<file path="src/rtl/u8k2h_pkg.sv">
// Package for the UTF-8 katakana-to-hiragana converter.
// Holds the byte-class masks, the kana range and the output queue sizing.
// No dependencies.
package u8k2h_pkg;

    localparam int unsigned QueueDepth = 8;
    localparam int unsigned QueueAw    = $clog2(QueueDepth);
    localparam int unsigned MaxPush    = 3;

    // Lead byte classes.
    localparam logic [7:0] Mask1   = 8'h80;
    localparam logic [7:0] Mask2   = 8'hE0;
    localparam logic [7:0] Lead2   = 8'hC0;
    localparam logic [7:0] Mask3   = 8'hF0;
    localparam logic [7:0] Lead3   = 8'hE0;
    localparam logic [7:0] Mask4   = 8'hF8;
    localparam logic [7:0] Lead4   = 8'hF0;
    localparam logic [7:0] ContTag = 8'h80;

    // Group length codes.
    localparam logic [2:0] Size1 = 3'd1;
    localparam logic [2:0] Size2 = 3'd2;
    localparam logic [2:0] Size3 = 3'd3;
    localparam logic [2:0] Size4 = 3'd4;

    // Katakana block that is shifted down to hiragana.
    localparam logic [23:0] KanaLow   = 24'hE382A0;
    localparam logic [23:0] KanaHigh  = 24'hE383BF;
    localparam logic [15:0] KanaShift = 16'h0060;

    typedef struct packed {
        logic [7:0] data;
        logic       last;
    } t_beat;

    function automatic logic [2:0] group_size(input logic [7:0] lead);
        logic [2:0] size;
        size = Size1;
        if ((lead & Mask1) == 8'h00) begin
            size = Size1;
        end else if ((lead & Mask2) == Lead2) begin
            size = Size2;
        end else if ((lead & Mask3) == Lead3) begin
            size = Size3;
        end else if ((lead & Mask4) == Lead4) begin
            size = Size4;
        end
        return size;
    endfunction

endpackage

</file>
<file path="src/rtl/utf8_katakana_to_hiragana.sv">
// UTF-8 katakana-to-hiragana converter, top level.
// Uses u8k2h_pkg for byte classes, the kana range and queue sizing.

// Bytes are taken one per cycle while o_stall is low, and the state machine
// decides at the accept edge what each beat produces: 1- 2- and 4-byte groups
// pass through one beat per input beat, a 3-byte group is held and then
// written as three beats at once (converted from katakana to hiragana when it
// lies in U+30A0..U+30FF). Results are registered into an 8-entry output queue
// and read from its head; the queue drains one beat per cycle while i_stall is
// low, so the sustained rate is one byte per cycle when downstream does not
// stall. o_stall rises only when the queue has fewer than three free entries,
// which happens only when the downstream side stalls.
module utf8_katakana_to_hiragana (
    input  logic       i_clk,
    input  logic       i_rst_n,
    input  logic       i_valid,
    output logic       o_stall,
    input  logic [7:0] i_in_byte,
    input  logic       i_in_last,
    output logic       o_valid,
    input  logic       i_stall,
    output logic [7:0] o_out_byte,
    output logic       o_out_last
);

    localparam int unsigned Aw = u8k2h_pkg::QueueAw;
    localparam int unsigned Cw = u8k2h_pkg::QueueAw + 1;

    // Group tracking state.
    logic [1:0] r_left, n_left;
    logic       r_hold, n_hold;
    logic [7:0] r_held0, n_held0;
    logic [7:0] r_held1, n_held1;

    // Output queue.
    u8k2h_pkg::t_beat r_queue [u8k2h_pkg::QueueDepth];
    logic [Aw-1:0]    r_wr_ptr;
    logic [Aw-1:0]    r_rd_ptr;
    logic [Cw-1:0]    r_count;

    logic             w_accept;
    logic             w_pop;
    logic [1:0]       w_push_cnt;
    u8k2h_pkg::t_beat w_push [u8k2h_pkg::MaxPush];
    logic [2:0]       w_size;
    logic [23:0]      w_group;
    logic [15:0]      w_cp;
    logic             w_kana;

    assign w_accept = i_valid && !o_stall;
    assign w_pop    = o_valid && !i_stall;
    assign o_valid  = (r_count != '0);
    assign o_stall  = (r_count > Cw'(u8k2h_pkg::QueueDepth - u8k2h_pkg::MaxPush));

    assign o_out_byte = r_queue[r_rd_ptr].data;
    assign o_out_last = r_queue[r_rd_ptr].last;

    assign w_size  = u8k2h_pkg::group_size(i_in_byte);
    assign w_group = {r_held0, r_held1, i_in_byte};
    assign w_kana  = (w_group >= u8k2h_pkg::KanaLow) && (w_group <= u8k2h_pkg::KanaHigh);
    assign w_cp    = {r_held0[3:0], r_held1[5:0], i_in_byte[5:0]} - u8k2h_pkg::KanaShift;

    always_comb begin
        n_left     = r_left;
        n_hold     = r_hold;
        n_held0    = r_held0;
        n_held1    = r_held1;
        w_push_cnt = 2'd0;
        for (int k = 0; k < u8k2h_pkg::MaxPush; k++) begin
            w_push[k] = '{data: i_in_byte, last: 1'b0};
        end
        if (r_left == 2'd0) begin
            if (w_size == u8k2h_pkg::Size3) begin
                if (i_in_last) begin
                    w_push_cnt = 2'd1;
                    w_push[0]  = '{data: i_in_byte, last: 1'b1};
                end else begin
                    n_held0 = i_in_byte;
                    n_left  = 2'd2;
                    n_hold  = 1'b1;
                end
            end else begin
                w_push_cnt = 2'd1;
                w_push[0]  = '{data: i_in_byte, last: i_in_last};
                if (!i_in_last && w_size != u8k2h_pkg::Size1) begin
                    n_left = 2'(w_size - 3'd1);
                    n_hold = 1'b0;
                end
            end
        end else if (!r_hold) begin
            w_push_cnt = 2'd1;
            w_push[0]  = '{data: i_in_byte, last: i_in_last};
            n_left     = i_in_last ? 2'd0 : r_left - 2'd1;
            n_hold     = 1'b0;
        end else if (r_left >= 2'd2) begin
            if (i_in_last) begin
                // Group cut short: flush what was held unchanged.
                w_push_cnt = 2'd2;
                w_push[0]  = '{data: r_held0, last: 1'b0};
                w_push[1]  = '{data: i_in_byte, last: 1'b1};
                n_left     = 2'd0;
                n_hold     = 1'b0;
            end else begin
                n_held1 = i_in_byte;
                n_left  = 2'd1;
            end
        end else begin
            w_push_cnt = 2'd3;
            n_left     = 2'd0;
            n_hold     = 1'b0;
            if (w_kana) begin
                w_push[0] = '{data: u8k2h_pkg::Lead3 | {4'h0, w_cp[15:12]}, last: 1'b0};
                w_push[1] = '{data: u8k2h_pkg::ContTag | {2'b00, w_cp[11:6]}, last: 1'b0};
                w_push[2] = '{data: u8k2h_pkg::ContTag | {2'b00, w_cp[5:0]},
                              last: i_in_last};
            end else begin
                w_push[0] = '{data: r_held0, last: 1'b0};
                w_push[1] = '{data: r_held1, last: 1'b0};
                w_push[2] = '{data: i_in_byte, last: i_in_last};
            end
        end
    end

    always_ff @(posedge i_clk) begin
        if (!i_rst_n) begin
            r_left   <= 2'd0;
            r_hold   <= 1'b0;
            r_wr_ptr <= '0;
            r_rd_ptr <= '0;
            r_count  <= '0;
        end else begin
            if (w_accept) begin
                r_left   <= n_left;
                r_hold   <= n_hold;
                r_wr_ptr <= r_wr_ptr + Aw'(w_push_cnt);
            end
            if (w_pop) begin
                r_rd_ptr <= r_rd_ptr + Aw'(1);
            end
            r_count <= r_count + (w_accept ? Cw'(w_push_cnt) : Cw'(0))
                               - (w_pop ? Cw'(1) : Cw'(0));
        end
    end

    always_ff @(posedge i_clk) begin
        if (w_accept) begin
            r_held0 <= n_held0;
            r_held1 <= n_held1;
            for (int k = 0; k < u8k2h_pkg::MaxPush; k++) begin
                if (2'(k) < w_push_cnt) begin
                    r_queue[r_wr_ptr + Aw'(k)] <= w_push[k];
                end
            end
        end
    end

    // The queue never overfills.
    a_queue_bound: assert property (@(posedge i_clk) disable iff (!i_rst_n)
        r_count <= Cw'(u8k2h_pkg::QueueDepth))
        else $error("output queue overflow");

    // A held group always has bytes outstanding.
    a_hold_left: assert property (@(posedge i_clk) disable iff (!i_rst_n)
        r_hold |-> (r_left != 2'd0))
        else $error("holding a group with nothing left");

    // An end marker always returns the tracker to idle.
    a_last_idle: assert property (@(posedge i_clk) disable iff (!i_rst_n)
        (w_accept && i_in_last) |=> (r_left == 2'd0 && !r_hold))
        else $error("state not idle after end marker");

    // A beat that ends a string leaves something in the queue.
    a_last_output: assert property (@(posedge i_clk) disable iff (!i_rst_n)
        (w_accept && i_in_last) |=> o_valid)
        else $error("end marker produced no output");

endmodule
</file>
<file path="config.mk">
export PLATFORM = sky130hd
export DESIGN_NAME = utf8_katakana_to_hiragana
export DESIGN_NICKNAME = d
export VERILOG_FILES = /design/src/rtl/u8k2h_pkg.sv /design/src/rtl/utf8_katakana_to_hiragana.sv
export SDC_FILE = /design/constraint.sdc
export NUM_CORES = 1
export LEC_CHECK = 0
export BUFFER_PORTS_ARGS = -buffer_cell sky130_fd_sc_hd__buf_4
export CAP_MARGIN = 20
export CORE_UTILIZATION = 47
export DETAILED_ROUTE_END_ITERATION = 10
export GPL_TIMING_DRIVEN = 0
export PLACE_DENSITY = 0.71
export SYNTH_ARGS = -nofsm -noshare
export SYNTH_HDL_FRONTEND = slang
export SYNTH_SLANG_ARGS = --single-unit
</file>
<file path="constraint.sdc">
create_clock -name i_clk -period 5.4 [get_ports i_clk]
set_input_delay 0.54 -clock i_clk [delete_from_list [all_inputs] [get_ports i_clk]]
set_output_delay 0.54 -clock i_clk [all_outputs]
set_load 0.05 [all_outputs]
</file>
==> results_dict.tcl <==
set metrics [dict create \
    vias 4941 \
    final_cell_area_sq_um 7277 \
    final_hold_viol_count 0 \
    syn-num-nets 609 \
    hold_class "in -> reg" \
    antennaDiodeCount 0 \
    crit_required_ns 5.48 \
    h-tree-depth 3 \
    period_share_pct 62.92 \
    critPathMaxStageDelay_ns 0.63 \
    synthToLayoutAreaGrowth_pct 12.08 \
    drc 0 \
    total_power_uw 2514 \
    clock-sinks 104 \
    crit_buf_inv 5 \
    post-cts-setup-buffers 0 \
    hp-start "i_in_byte[1]" \
    chipHeight_microns 119.5 \
    maxSlewHeadroom_pct 32.33 \
    path_cells "inv_1 -> ha_1 -> buf_6 -> or4b_4 -> buf_4 -> buf_1 -> nor3_1 -> a31oi_1 -> o21ai_1 -> buf_6" \
    crit_path_max_fanout 10 \
    layout_common_cells "88 x edfxtp_1, 69 x mux2i_1, 57 x nand2_1" \
    fin_crit_ns 3.397 \
    fill_cells 1155 \
    cts_tree "done" \
    cts-buffers-inserted 9 \
    synth_top_area_share_pct 40.70 \
    antenna_found_initial 0 \
    synth_area_sq_um 6492 \
    synth.avg_cell_area_sq_um 11.21 \
    clock_latency_ns 0.37 \
    rows 42 \
    p_per_area_nw_per_um2 345.4 \
    wirelength_mm 18.45 \
    portBuffers 22 \
    hold_depth 1 \
    status "finished, final reports clean" \
    ant_nets 0 \
    whs_endpoint "r_held1[1]" \
    synth-edff-count 88 \
    gp_congestion 0.9499 \
    initial_core_util_pct 48.64 \
    seq_area_sq_um 2963 \
    cp-start-kind "flop" \
    path_clk_slew_ns 0.07 \
    r2r_end "r_queue[7][0]" \
    via_per_inst 6.153 \
    seq_area_frac_synth_pct 45.63 \
    ys_seq_elements 104 \
    synth-main-ff-cell "edfxtp_1" \
    rsz0062_at_grt "no" \
    synth_top_cells_by_area "edfxtp_1 41%, mux2i_1 11%, mux4_2 6.2%, dfxtp_1 4.9%, nand2_1 3.3%" \
    rrSetupSlack_ns 2.00 \
    fmax_ghz 0.2943 \
    cp-end-kind "flop" \
    cts_resized 0 \
    fin_cells 803 \
    critical_path_class "reg -> reg" \
    slowest_stage "o21ai_1" \
    skew_ns 0.01017 \
    wl_per_cell_microns 22.98 \
    rr_worst_depth 10 \
    crit_path_frequent_cell "buf_6" \
    cp_top_family "buffers and inverters" \
    grt_pass1_wl_mm 28.32 \
    drt_iter0_markers 558 \
    final_common_cell "edfxtp_1" \
    synth-warning-count 0 \
    dpl_cell_area_sq_um 6964 \
    vdd_drop_max_v 0.0001811 \
    synth_largest_area_cell "edfxtp_1" \
    syn_inst 579 \
    synth.distinct_cells 68 \
    worstReg2RegStart "r_left[1]" \
    grt_max_degree 19 \
    drv_slew 0 \
    nets 652 \
    die_w_microns 119.5 \
    async_flop_share_pct 0 \
    die-area_sq_um 14290 \
    drive_gt1_share_pct 18.82 \
    fp.coreArea_sq_um 13350 \
    dp.cells 785 \
    maxCapViolCount 0 \
    hpwl_mm 13.43 \
    pin_count 24 \
    multi_input_area_sq_um 3262 \
    utilization_pct 54.52 \
    cp.arrival_ns 3.47 \
    hold_buffers 0 \
    grtUsageTotal_pct 27.06 \
    setup_tns_ns 0 \
    grt.overflow.total 0 \
    cts_root_buf "clkbuf_16" \
    setup_viol 0 \
    p_leak_uw 0.002896 \
    tightest_slew_ns 1.012 \
    clockBufferDepth 2 \
    drt_pass1_iterations 6 \
    grt_pass1_vias 4913 \
]
## Yosys cell counts, types with 5 or more instances
cell type	count
clkbuf_1	15
mux4_2	18
ha_1	15
a31oi_1	8
nor4_1	8
o21a_1	9
and2_1	9
edfxtp_1	88
dfxtp_1	16
a21oi_1	30
buf_1	8
or3_1	5
and3_1	5
mux2_2	16
nor3_1	12
inv_1	19
o211ai_1	15
o21ai_0	21
buf_2	13
nand3_1	9
mux2i_1	69
nor2b_1	5
nor2_1	31
nand2_1	57
## per-layer routing
metal	track usage, %	vias up	share of wire [%]
li1	-	2264	-
met3	5.038	41	8.5
met1	37.33	2381	44
met4	12.11	0	2.7
met5	0	-	0
met2	41.55	255	45
## power breakdown
part | total [uW] | internal (uW) | switching [uW]
clock network | 688 | 364 | 324
registers | 961 | 932 | 29.0
logic | 864 | 336 | 529
## worst register-to-register path: stages, from the launching register on
cell	delay [ns]
dfxtp_1	0.43
inv_1	0.09
ha_1	0.19
buf_6	0.14
or4b_4	0.56
buf_4	0.24
buf_1	0.28
nor3_1	0.24
a31oi_1	0.08
o21ai_1	0.63
buf_6	0.24
## kinds of logic (layout without fill, tap and decap cells)
| logic type | count (synthesis) | count (layout) | share of synthesized area [%] |
|---|---|---|---|
| DFF | 104 | 104 | 45.63 |
| xor gates and xnor gates | 7 | 7 | 0.9443 |
| AOI/OAI and AO/OA | 110 | 110 | 10.89 |
| buffers and inverters | 60 | 108 | 4.124 |
| and+or+nand+nor | 178 | 178 | 15.24 |
| muxes | 103 | 103 | 19.66 |
| adders and majority gates | 17 | 17 | 3.507 |
## final cells by class
type                            instances  area share (%)
Buffer                                 41           2.699
Clock buffer                            9           3.095
Clock inverter                          7           1.066
Inverter                               19          0.9801
Multi-Input combinational cell        415           44.82
Sequential cell                       104           40.72
Tap cell                              176           3.026
Timing Repair Buffer                   32           3.594
## how the worst max path moves through the flow
stage | to | slack (ns) | start | cells after the start
finish | r_queue[7][0] | 2.00 | r_left[1] | 10
global route | r_queue[6][1] | 1.77 | r_left[1] | 9
CTS | r_queue[5][0] | 2.02 | r_left[1] | 10
detailed placement | r_queue[5][5] | 2.03 | r_left[1] | 10
global placement | r_queue[7][5] | 1.29 | r_left[1] | 9
floorplan | r_queue[3][0] | 2.35 | r_left[1] | 9
## flip-flops by register name, indices dropped and copies added (netlist names), named ones only
signal	flops
r_count	4
r_held0	8
r_held1	8
r_hold	1
r_left	2
r_queue	72
r_rd_ptr	3
r_wr_ptr	3
## stage by stage
stage	worst slack (ns)	hold WS (ns)
2_1_floorplan	2.349	0.5125
3_3_place_gp	1.291	0.5263
3_5_place_dp	2.032	0.5719
4_1_cts	2.023	0.3658
5_1_grt	1.772	0.3714
6_report	2.003	0.3664
(Power assumes the default switching activity.)
